===== src/design/iihc_pkg.sv =====
// Shared types and constants for the ignition interlock and headlight controller.
package iihc_pkg;

    localparam int AVG_DEPTH   = 10;
    localparam int SAMPLE_BITS = 16;
    localparam int LEVEL_W     = 16;
    localparam int MASK_W      = 4;
    localparam int CFG_IDX_W   = 2;
    localparam int RING_IDX_W  = (AVG_DEPTH > 1) ? $clog2(AVG_DEPTH) : 1;
    localparam int SUM_W       = $clog2(AVG_DEPTH * ((1 << LEVEL_W) - 1) + 1);

    localparam logic [LEVEL_W-1:0] SAMPLE_KEEP =
        LEVEL_W'({LEVEL_W{1'b1}} << (LEVEL_W - SAMPLE_BITS));

    localparam logic [LEVEL_W-1:0] LIGHT_ON_RESET  = 16'd39322;
    localparam logic [LEVEL_W-1:0] MODE_ON_RESET   = 16'd21627;
    localparam logic [LEVEL_W-1:0] MODE_AUTO_RESET = 16'd43253;

    localparam logic [CFG_IDX_W-1:0] CFG_LIGHT_ON  = 2'd0;
    localparam logic [CFG_IDX_W-1:0] CFG_MODE_ON   = 2'd1;
    localparam logic [CFG_IDX_W-1:0] CFG_MODE_AUTO = 2'd2;

    typedef struct packed {
        logic [LEVEL_W-1:0] light_on_level;
        logic [LEVEL_W-1:0] mode_on_level;
        logic [LEVEL_W-1:0] mode_auto_level;
    } cfg_t;

    typedef struct packed {
        logic               driver_seat;
        logic               passenger_seat;
        logic               driver_belt;
        logic               passenger_belt;
        logic               ignition_button;
        logic [LEVEL_W-1:0] mode_pot;
        logic [LEVEL_W-1:0] light_sample;
    } in_item_t;

    typedef struct packed {
        logic              ignition_ready;
        logic              engine_running;
        logic              headlight_on;
        logic              buzzer_on;
        logic              msg_welcome;
        logic              msg_started;
        logic              msg_stopped;
        logic              msg_inhibited;
        logic [MASK_W-1:0] missing_mask;
    } out_item_t;

    typedef struct packed {
        logic               update;
        logic [LEVEL_W-1:0] sample;
    } avg_req_t;

endpackage


===== src/design/iihc_ifs.sv =====
// Channel interfaces: poll input, result output and configuration write.
interface iihc_in_if;
    logic                        valid;
    logic                        ready;
    logic                        driver_seat;
    logic                        passenger_seat;
    logic                        driver_belt;
    logic                        passenger_belt;
    logic                        ignition_button;
    logic [iihc_pkg::LEVEL_W-1:0] mode_pot;
    logic [iihc_pkg::LEVEL_W-1:0] light_sample;

    modport source (
        output valid, driver_seat, passenger_seat, driver_belt, passenger_belt,
               ignition_button, mode_pot, light_sample,
        input  ready
    );
    modport sink (
        input  valid, driver_seat, passenger_seat, driver_belt, passenger_belt,
               ignition_button, mode_pot, light_sample,
        output ready
    );
endinterface

interface iihc_out_if;
    logic                        valid;
    logic                        ready;
    logic                        ignition_ready;
    logic                        engine_running;
    logic                        headlight_on;
    logic                        buzzer_on;
    logic                        msg_welcome;
    logic                        msg_started;
    logic                        msg_stopped;
    logic                        msg_inhibited;
    logic [iihc_pkg::MASK_W-1:0] missing_mask;

    modport source (
        output valid, ignition_ready, engine_running, headlight_on, buzzer_on,
               msg_welcome, msg_started, msg_stopped, msg_inhibited, missing_mask,
        input  ready
    );
    modport sink (
        input  valid, ignition_ready, engine_running, headlight_on, buzzer_on,
               msg_welcome, msg_started, msg_stopped, msg_inhibited, missing_mask,
        output ready
    );
endinterface

interface iihc_cfg_if;
    logic                           valid;
    logic                           ready;
    logic [iihc_pkg::CFG_IDX_W-1:0] index;
    logic [iihc_pkg::LEVEL_W-1:0]   data;

    modport source (output valid, index, data, input ready);
    modport sink (input valid, index, data, output ready);
endinterface


===== src/design/ignition_interlock_headlight_ctrl_top.sv =====
// Top level of the ignition interlock and headlight controller.
// An accepted item waits in the input register; its result loads the result register when that is free or being read.
// Throughput: one item per cycle while the output is not stalled; control state updates once per item as it advances.
// An input item is taken while a finished result waits, until both registers hold.
// Reset clears the engine, latches, light ring and sum, and loads default levels.
module ignition_interlock_headlight_ctrl_top (
    input  logic       clk,
    input  logic       rst_n,
    iihc_in_if.sink    in_ch,
    iihc_out_if.source out_ch,
    iihc_cfg_if.sink   cfg
);

    logic                in_valid_reg;
    logic                in_valid_next;
    iihc_pkg::in_item_t  in_item_reg;
    logic                out_valid_reg;
    logic                out_valid_next;
    iihc_pkg::out_item_t out_item_reg;
    iihc_pkg::cfg_t      levels;
    iihc_pkg::avg_req_t  avg_req;
    iihc_pkg::out_item_t result;
    logic                light_low;
    logic                advance;

    assign advance     = in_valid_reg & (~out_valid_reg | out_ch.ready);
    assign in_ch.ready = ~in_valid_reg | advance;

    assign in_valid_next  = in_ch.ready ? in_ch.valid : in_valid_reg;
    assign out_valid_next = advance ? 1'b1 : (out_ch.ready ? 1'b0 : out_valid_reg);

    iihc_cfg_regs u_cfg (
        .clk    (clk),
        .rst_n  (rst_n),
        .cfg    (cfg),
        .levels (levels)
    );

    iihc_ctrl u_ctrl (
        .clk       (clk),
        .rst_n     (rst_n),
        .step      (advance),
        .item      (in_item_reg),
        .levels    (levels),
        .light_low (light_low),
        .avg_req   (avg_req),
        .result    (result)
    );

    iihc_light_avg u_avg (
        .clk            (clk),
        .rst_n          (rst_n),
        .req            (avg_req),
        .light_on_level (levels.light_on_level),
        .light_low      (light_low)
    );

    always_ff @(posedge clk or negedge rst_n)
    begin
        if (!rst_n)
        begin
            in_valid_reg  <= 1'b0;
            out_valid_reg <= 1'b0;
        end
        else
        begin
            in_valid_reg  <= in_valid_next;
            out_valid_reg <= out_valid_next;
        end
    end

    always_ff @(posedge clk)
    begin
        if (in_ch.valid && in_ch.ready)
        begin
            in_item_reg.driver_seat     <= in_ch.driver_seat;
            in_item_reg.passenger_seat  <= in_ch.passenger_seat;
            in_item_reg.driver_belt     <= in_ch.driver_belt;
            in_item_reg.passenger_belt  <= in_ch.passenger_belt;
            in_item_reg.ignition_button <= in_ch.ignition_button;
            in_item_reg.mode_pot        <= in_ch.mode_pot;
            in_item_reg.light_sample    <= in_ch.light_sample;
        end
        if (advance)
        begin
            out_item_reg <= result;
        end
    end

    assign out_ch.valid          = out_valid_reg;
    assign out_ch.ignition_ready = out_item_reg.ignition_ready;
    assign out_ch.engine_running = out_item_reg.engine_running;
    assign out_ch.headlight_on   = out_item_reg.headlight_on;
    assign out_ch.buzzer_on      = out_item_reg.buzzer_on;
    assign out_ch.msg_welcome    = out_item_reg.msg_welcome;
    assign out_ch.msg_started    = out_item_reg.msg_started;
    assign out_ch.msg_stopped    = out_item_reg.msg_stopped;
    assign out_ch.msg_inhibited  = out_item_reg.msg_inhibited;
    assign out_ch.missing_mask   = out_item_reg.missing_mask;

endmodule


===== src/design/iihc_cfg_regs.sv =====
// Configuration register file for the threshold levels.
module iihc_cfg_regs (
    input  logic           clk,
    input  logic           rst_n,
    iihc_cfg_if.sink       cfg,
    output iihc_pkg::cfg_t levels
);

    iihc_pkg::cfg_t levels_reg;
    iihc_pkg::cfg_t levels_next;

    assign cfg.ready = 1'b1;
    assign levels    = levels_reg;

    always_comb
    begin
        levels_next = levels_reg;
        if (cfg.valid)
        begin
            case (cfg.index)
                iihc_pkg::CFG_LIGHT_ON:  levels_next.light_on_level  = cfg.data;
                iihc_pkg::CFG_MODE_ON:   levels_next.mode_on_level   = cfg.data;
                iihc_pkg::CFG_MODE_AUTO: levels_next.mode_auto_level = cfg.data;
                default:                 levels_next = levels_reg;
            endcase
        end
    end

    always_ff @(posedge clk or negedge rst_n)
    begin
        if (!rst_n)
        begin
            levels_reg.light_on_level  <= iihc_pkg::LIGHT_ON_RESET;
            levels_reg.mode_on_level   <= iihc_pkg::MODE_ON_RESET;
            levels_reg.mode_auto_level <= iihc_pkg::MODE_AUTO_RESET;
        end
        else
        begin
            levels_reg <= levels_next;
        end
    end

endmodule


===== src/design/iihc_light_avg.sv =====
// Light sample ring with running sum and average threshold compare.
module iihc_light_avg (
    input  logic                         clk,
    input  logic                         rst_n,
    input  iihc_pkg::avg_req_t           req,
    input  logic [iihc_pkg::LEVEL_W-1:0] light_on_level,
    output logic                         light_low
);

    logic [iihc_pkg::LEVEL_W-1:0]    ring_reg [iihc_pkg::AVG_DEPTH];
    logic [iihc_pkg::RING_IDX_W-1:0] pos_reg;
    logic [iihc_pkg::RING_IDX_W-1:0] pos_next;
    logic [iihc_pkg::SUM_W-1:0]      sum_reg;
    logic [iihc_pkg::SUM_W-1:0]      sum_next;
    logic [iihc_pkg::LEVEL_W-1:0]    sample_q;
    logic [iihc_pkg::SUM_W-1:0]      limit;

    assign sample_q = req.sample & iihc_pkg::SAMPLE_KEEP;
    assign sum_next = sum_reg - iihc_pkg::SUM_W'(ring_reg[pos_reg])
                    + iihc_pkg::SUM_W'(sample_q);
    assign pos_next = (pos_reg == iihc_pkg::RING_IDX_W'(iihc_pkg::AVG_DEPTH - 1))
                    ? '0 : pos_reg + 1'b1;
    assign limit    = iihc_pkg::SUM_W'(light_on_level)
                    * iihc_pkg::SUM_W'(iihc_pkg::AVG_DEPTH);
    assign light_low = (sum_next <= limit);

    always_ff @(posedge clk or negedge rst_n)
    begin
        if (!rst_n)
        begin
            for (int i = 0; i < iihc_pkg::AVG_DEPTH; i++)
            begin
                ring_reg[i] <= '0;
            end
            pos_reg <= '0;
            sum_reg <= '0;
        end
        else if (req.update)
        begin
            ring_reg[pos_reg] <= sample_q;
            pos_reg           <= pos_next;
            sum_reg           <= sum_next;
        end
    end

endmodule


===== src/design/iihc_ctrl.sv =====
// Interlock state, engine toggle, alarm latches and headlight mode select.
module iihc_ctrl (
    input  logic                  clk,
    input  logic                  rst_n,
    input  logic                  step,
    input  iihc_pkg::in_item_t    item,
    input  iihc_pkg::cfg_t        levels,
    input  logic                  light_low,
    output iihc_pkg::avg_req_t    avg_req,
    output iihc_pkg::out_item_t   result
);

    logic engine_on_reg, engine_on_next;
    logic welcomed_reg, welcomed_next;
    logic alarm_reg, alarm_next;
    logic report_reg, report_next;
    logic held_reg, held_next;
    logic buzzer_reg, buzzer_next;
    logic all_ok;
    logic indicator;
    logic m_wel, m_start, m_stop, m_inh;
    logic below_on, below_auto, head;

    always_comb
    begin
        engine_on_next = engine_on_reg;
        welcomed_next  = welcomed_reg;
        alarm_next     = alarm_reg;
        report_next    = report_reg;
        held_next      = held_reg;
        buzzer_next    = buzzer_reg;
        m_wel          = 1'b0;
        m_start        = 1'b0;
        m_stop         = 1'b0;
        m_inh          = 1'b0;

        all_ok = item.driver_seat & item.passenger_seat & item.driver_belt
               & item.passenger_belt & ~engine_on_reg;
        indicator = all_ok;

        if (item.driver_seat && !welcomed_reg)
        begin
            welcomed_next = 1'b1;
            m_wel         = 1'b1;
        end

        if (!all_ok && !engine_on_reg && item.ignition_button && !alarm_reg)
        begin
            buzzer_next = 1'b1;
            alarm_next  = 1'b1;
        end

        if (item.ignition_button)
        begin
            held_next = 1'b1;
        end
        else if (held_reg)
        begin
            // act on release
            held_next = 1'b0;
            if (!engine_on_reg && all_ok)
            begin
                engine_on_next = 1'b1;
                indicator      = 1'b0;
                m_start        = 1'b1;
                buzzer_next    = 1'b0;
            end
            else if (engine_on_reg)
            begin
                engine_on_next = 1'b0;
                indicator      = 1'b0;
                m_stop         = 1'b1;
            end
        end

        if (alarm_next && item.ignition_button && !report_reg)
        begin
            alarm_next  = 1'b0;
            m_inh       = 1'b1;
            report_next = 1'b1;
        end
    end

    assign below_on   = (item.mode_pot < levels.mode_on_level);
    assign below_auto = (item.mode_pot < levels.mode_auto_level);

    assign avg_req.update = step & engine_on_next & ~below_on & ~below_auto;
    assign avg_req.sample = item.light_sample;

    assign head = engine_on_next & ~below_on & (below_auto | light_low);

    assign result.ignition_ready = indicator;
    assign result.engine_running = engine_on_next;
    assign result.headlight_on   = head;
    assign result.buzzer_on      = buzzer_next;
    assign result.msg_welcome    = m_wel;
    assign result.msg_started    = m_start;
    assign result.msg_stopped    = m_stop;
    assign result.msg_inhibited  = m_inh;
    assign result.missing_mask   = {~item.passenger_belt, ~item.driver_belt,
                                    ~item.passenger_seat, ~item.driver_seat};

    always_ff @(posedge clk or negedge rst_n)
    begin
        if (!rst_n)
        begin
            engine_on_reg <= 1'b0;
            welcomed_reg  <= 1'b0;
            alarm_reg     <= 1'b0;
            report_reg    <= 1'b0;
            held_reg      <= 1'b0;
            buzzer_reg    <= 1'b0;
        end
        else if (step)
        begin
            engine_on_reg <= engine_on_next;
            welcomed_reg  <= welcomed_next;
            alarm_reg     <= alarm_next;
            report_reg    <= report_next;
            held_reg      <= held_next;
            buzzer_reg    <= buzzer_next;
        end
    end

endmodule


===== src/flat_wrapper.sv =====
// flat-port wrapper written by rule: the top's interface ports become plain ports
module ignition_interlock_headlight_ctrl_top_flat 
  (clk, rst_n, in_ch_valid, in_ch_driver_seat, in_ch_passenger_seat, in_ch_driver_belt, in_ch_passenger_belt, in_ch_ignition_button, in_ch_mode_pot, in_ch_light_sample, in_ch_ready, out_ch_valid, out_ch_ignition_ready, out_ch_engine_running, out_ch_headlight_on, out_ch_buzzer_on, out_ch_msg_welcome, out_ch_msg_started, out_ch_msg_stopped, out_ch_msg_inhibited, out_ch_missing_mask, out_ch_ready, cfg_valid, cfg_index, cfg_data, cfg_ready);
  iihc_in_if in_ch_i ();
  iihc_out_if out_ch_i ();
  iihc_cfg_if cfg_i ();
  input  logic clk;
  input  logic rst_n;
  input wire logic [$bits(in_ch_i.valid)-1:0] in_ch_valid;
  input wire logic [$bits(in_ch_i.driver_seat)-1:0] in_ch_driver_seat;
  input wire logic [$bits(in_ch_i.passenger_seat)-1:0] in_ch_passenger_seat;
  input wire logic [$bits(in_ch_i.driver_belt)-1:0] in_ch_driver_belt;
  input wire logic [$bits(in_ch_i.passenger_belt)-1:0] in_ch_passenger_belt;
  input wire logic [$bits(in_ch_i.ignition_button)-1:0] in_ch_ignition_button;
  input wire logic [$bits(in_ch_i.mode_pot)-1:0] in_ch_mode_pot;
  input wire logic [$bits(in_ch_i.light_sample)-1:0] in_ch_light_sample;
  output wire logic [$bits(in_ch_i.ready)-1:0] in_ch_ready;
  output wire logic [$bits(out_ch_i.valid)-1:0] out_ch_valid;
  output wire logic [$bits(out_ch_i.ignition_ready)-1:0] out_ch_ignition_ready;
  output wire logic [$bits(out_ch_i.engine_running)-1:0] out_ch_engine_running;
  output wire logic [$bits(out_ch_i.headlight_on)-1:0] out_ch_headlight_on;
  output wire logic [$bits(out_ch_i.buzzer_on)-1:0] out_ch_buzzer_on;
  output wire logic [$bits(out_ch_i.msg_welcome)-1:0] out_ch_msg_welcome;
  output wire logic [$bits(out_ch_i.msg_started)-1:0] out_ch_msg_started;
  output wire logic [$bits(out_ch_i.msg_stopped)-1:0] out_ch_msg_stopped;
  output wire logic [$bits(out_ch_i.msg_inhibited)-1:0] out_ch_msg_inhibited;
  output wire logic [$bits(out_ch_i.missing_mask)-1:0] out_ch_missing_mask;
  input wire logic [$bits(out_ch_i.ready)-1:0] out_ch_ready;
  input wire logic [$bits(cfg_i.valid)-1:0] cfg_valid;
  input wire logic [$bits(cfg_i.index)-1:0] cfg_index;
  input wire logic [$bits(cfg_i.data)-1:0] cfg_data;
  output wire logic [$bits(cfg_i.ready)-1:0] cfg_ready;
  assign in_ch_i.valid = in_ch_valid;
  assign in_ch_i.driver_seat = in_ch_driver_seat;
  assign in_ch_i.passenger_seat = in_ch_passenger_seat;
  assign in_ch_i.driver_belt = in_ch_driver_belt;
  assign in_ch_i.passenger_belt = in_ch_passenger_belt;
  assign in_ch_i.ignition_button = in_ch_ignition_button;
  assign in_ch_i.mode_pot = in_ch_mode_pot;
  assign in_ch_i.light_sample = in_ch_light_sample;
  assign in_ch_ready = in_ch_i.ready;
  assign out_ch_valid = out_ch_i.valid;
  assign out_ch_ignition_ready = out_ch_i.ignition_ready;
  assign out_ch_engine_running = out_ch_i.engine_running;
  assign out_ch_headlight_on = out_ch_i.headlight_on;
  assign out_ch_buzzer_on = out_ch_i.buzzer_on;
  assign out_ch_msg_welcome = out_ch_i.msg_welcome;
  assign out_ch_msg_started = out_ch_i.msg_started;
  assign out_ch_msg_stopped = out_ch_i.msg_stopped;
  assign out_ch_msg_inhibited = out_ch_i.msg_inhibited;
  assign out_ch_missing_mask = out_ch_i.missing_mask;
  assign out_ch_i.ready = out_ch_ready;
  assign cfg_i.valid = cfg_valid;
  assign cfg_i.index = cfg_index;
  assign cfg_i.data = cfg_data;
  assign cfg_ready = cfg_i.ready;
  ignition_interlock_headlight_ctrl_top u_core (.clk(clk), .rst_n(rst_n), .in_ch(in_ch_i), .out_ch(out_ch_i), .cfg(cfg_i));
endmodule

===== config.mk =====
export PLATFORM = sky130hd
export DESIGN_NAME = ignition_interlock_headlight_ctrl_top_flat
export DESIGN_NICKNAME = d
export VERILOG_FILES = /design/src/design/iihc_pkg.sv /design/src/design/iihc_ifs.sv /design/src/design/ignition_interlock_headlight_ctrl_top.sv /design/src/design/iihc_cfg_regs.sv /design/src/design/iihc_light_avg.sv /design/src/design/iihc_ctrl.sv /design/src/flat_wrapper.sv
export SDC_FILE = /design/constraint.sdc
export NUM_CORES = 1
export LEC_CHECK = 0
export BUFFER_PORTS_ARGS = -buffer_cell sky130_fd_sc_hd__buf_4
export CORE_ASPECT_RATIO = 0.8
export CORE_MARGIN = 8
export CORE_UTILIZATION = 39
export DETAILED_ROUTE_END_ITERATION = 16
export PLACE_DENSITY = 0.57
export SLEW_MARGIN = 20
export SYNTH_ARGS = -nofsm -noshare
export SYNTH_HDL_FRONTEND = slang
export SYNTH_HIERARCHICAL = 1
export SYNTH_SLANG_ARGS = --single-unit

===== constraint.sdc =====
create_clock -name clk -period 7.15 [get_ports clk]
set_input_delay 1.43 -clock clk [delete_from_list [all_inputs] [get_ports clk]]
set_output_delay 1.43 -clock clk [all_outputs]
set_load 0.01 [all_outputs]

==> impl_metrics.ini <==
[sta]
tightestPinTransition_ps = 1070
slew_violations = 0
setup_viol = 0
fin_crit_sh = 0.853
fin_tns_setup_ps = 0
rsz0062_at_grt = no
relSlewSlack = 0.285
layout_min_cycle_time_ps = 6100
clock.fmax_mhz = 164
fin_skew_ps = 19.6
hold_viol = 0

[final_layout]
final_common_cell = dfrtp_1
final_nets = 1540
final_area_um2 = 17500
drive_gt1_frac = 0.267
largest_register_ffs = 160
syn_to_final_growth_pct = 12.4
final_cell_mix = 213 x dfrtp_1, 152 x mux2_2, 114 x inv_1
diodes = 0
seqCellArea_um2 = 7510
multi_input_area_um2 = 7190
nFillCells = 3660

[worst_setup_path]
r2r_start = u_core/u_avg/pos_reg[0]$_DFFE_PN0P_
crit_required_ps = 7580
critical_path.startpoint = u_core/u_avg/pos_reg[0]$_DFFE_PN0P_
path_delay_family = simple AND/OR/NAND/NOR gates
start_kind = flip-flop
critPathBufInv = 3
end_kind = flip-flop
critPathSlowestCell = dfrtp_2
crit_path_max_fanout = 30
worstSetupPathType = flip-flop to flip-flop
max_stage_delay_ps = 940
critical_path_arrival_ps = 6530
crit_chain = buf_4 > mux4_2 > mux2i_1 > o21ai_0 > fa_1 > inv_1 > ha_1 > a211oi_1 > nor2_1 > o41ai_2 > a21oi_1 > or3_1 > and2_1 > ha_1 > nand4_1 > nor4_1 > and4_1 > nor3_1 > a21oi_1 > inv_1 > a21boi_1

[worst_hold_path]
hold_start = u_core/u_ctrl/report_reg$_DFFE_PN0P_
hold_class = flip-flop to flip-flop

[power]
seq_power_share = 0.276
p_comb_frac = 0.534
p_int_w = 0.00478
p_leak_nw = 8.02
p_sw_w = 0.00336
power_w = 0.00814
peakVddDrop_mv = 0.236
p_per_area_nw_per_um2 = 465
power.share.clock = 0.190
p_sw_frac = 0.413

[global_route]
met1_usage = 0.220
grt_max_degree = 126
grt_pass1_wl_um = 56500
grt_pass1_vias = 10200
grt_util_met3 = 0.0267
grt_overflow_total = 0
antenna_found_initial = 0
track_usage = 0.150
grtUsageMet2 = 0.228
grt.busiest_layer = met2

[yosys]
synth-edff-count = 49
synthesis.area_um2 = 15600
synth_cell_type_count = 77
netlist_instances = 1316
avgSynthCellArea_um2 = 11.8
synth_nets = 1490
ys_ff_latch = 289
yosysWarnings = 6
async_reset_ff_frac = 0.830
synth_ff_type = dfrtp_1
synth_seq_area_share = 0.482

[clocking]
post-cts-setup-buffer-count = 0
tritoncts = built
numCtsBuffers = 31
htree_num_levels = 1
clk_pin_slew_ps = 70
cts.sinks = 289
ctsResizeCount = 0
cts_root_buf = clkbuf_16
cts_max_path_buffers = 3
clk_latency_ps = 580
cts_hold_buf = 0

[floorplanning]
fp-row-count = 65
initial_core_util = 0.395
die_area_um2 = 46600
io_pins = 75
core_area_um2 = 39400
die-width_um = 239
die_y_um = 195

[run_status]
outcome = finished clean

[routing]
drt_wl_total_um = 34700
wire_per_inst_um = 18.0
viasPerCell = 5.17
first_pass_iters = 5
drt-initial-drc-count = 513
drc = 0
ant_nets = 0
routed-via-count = 9966

[placed_design]
place_area_um2 = 16500
place.gp.congestion = 0.889
port-buffer-count = 73
place_hpwl_um = 24500

[run]
drv_cap = 0
metal layers:
metal	wire length [um]	share of wire
met1	17500	0.50
met2	15200	0.44
met3	1350	0.039
met4	635	0.018
met5	0	0
synth_stat cells (8+ instances only):
cell	instances	area, um^2
a21o_1	24	180
a21oi_1	44	220
a22oi_1	14	105
a31oi_1	10	62.6
buf_2	12	60.1
buf_4	26	195
clkbuf_1	27	101
dfrtp_1	214	5360
dfstp_2	26	683
edfxtp_1	49	1470
fa_1	17	340
ha_1	97	1210
inv_1	114	428
mux2_2	152	1710
mux2i_1	16	160
mux4_2	32	721
nand2_1	102	383
nand2b_1	18	113
nand3_1	12	60.1
nand4_1	13	81.3
nor2_1	36	135
nor2b_1	8	50.1
nor3_1	10	50.1
o21ai_0	110	551
xnor2_1	10	87.6
xor2_1	13	114
per-stage QoR:
stage	setup WS, ps	cells	utilization	hold WS, ps
after floorplan	1980	1316	-	429
after global placement	987	1869	0.419	441
after global routing	473	1927	0.444	485
final	1050	1927	0.444	457
after CTS	939	1927	0.444	461
after detailed placement	963	1869	0.419	448
worst paths after layout:
| kind | endpoint | slack (ps) | depth (start not counted) |
|---|---|---|---|
| min reg2reg | u_core/u_ctrl/report_reg$_DFFE_PN0P_ | 460 | 1 |
| max reg2reg | u_core/out_ch.headlight_on$_DFFE_PP_ | 1050 | 21 |
| min | u_core/u_ctrl/report_reg$_DFFE_PN0P_ | 460 | 1 |
| min in group asynchronous | u_core/u_avg/ring_reg[46]$_DFFE_PN0P_ | 930 | 1 |
| max in group asynchronous | u_core/u_cfg/levels[46]$_DFFE_PN0P_ | 5000 | 2 |
| max | u_core/out_ch.headlight_on$_DFFE_PP_ | 1050 | 21 |
kinds of logic after synthesis:
logic type	after synthesis	share of synthesized area
simple gates	243	0.0798
mux	201	0.167
xor+xnor	24	0.0144
buf+inv	192	0.0569
other cells	1	0.000241
flops	289	0.482
fa+ha+maj	114	0.0998
compound gates	252	0.0992
power groups by stage:
stage	Combinational (W)	Sequential [W]	Clock [W]
after floorplan	0.00336	0.00215	0
after global placement	0.00427	0.00227	0
after detailed placement	0.00432	0.00227	0
after CTS	0.00435	0.00225	0.00160
after global routing	0.00493	0.00229	0.00166
final	0.00435	0.00225	0.00155
final cells by class:
class / instances / area share
clock inverter: 4 / 0.00357
tap: 536 / 0.0383
sequential: 289 / 0.429
multi-input combinational: 835 / 0.411
clock buffer: 54 / 0.0521
timing repair buffer: 94 / 0.0415
inverter: 115 / 0.0247
No activity file was read; power rests on OpenSTA's default activity.
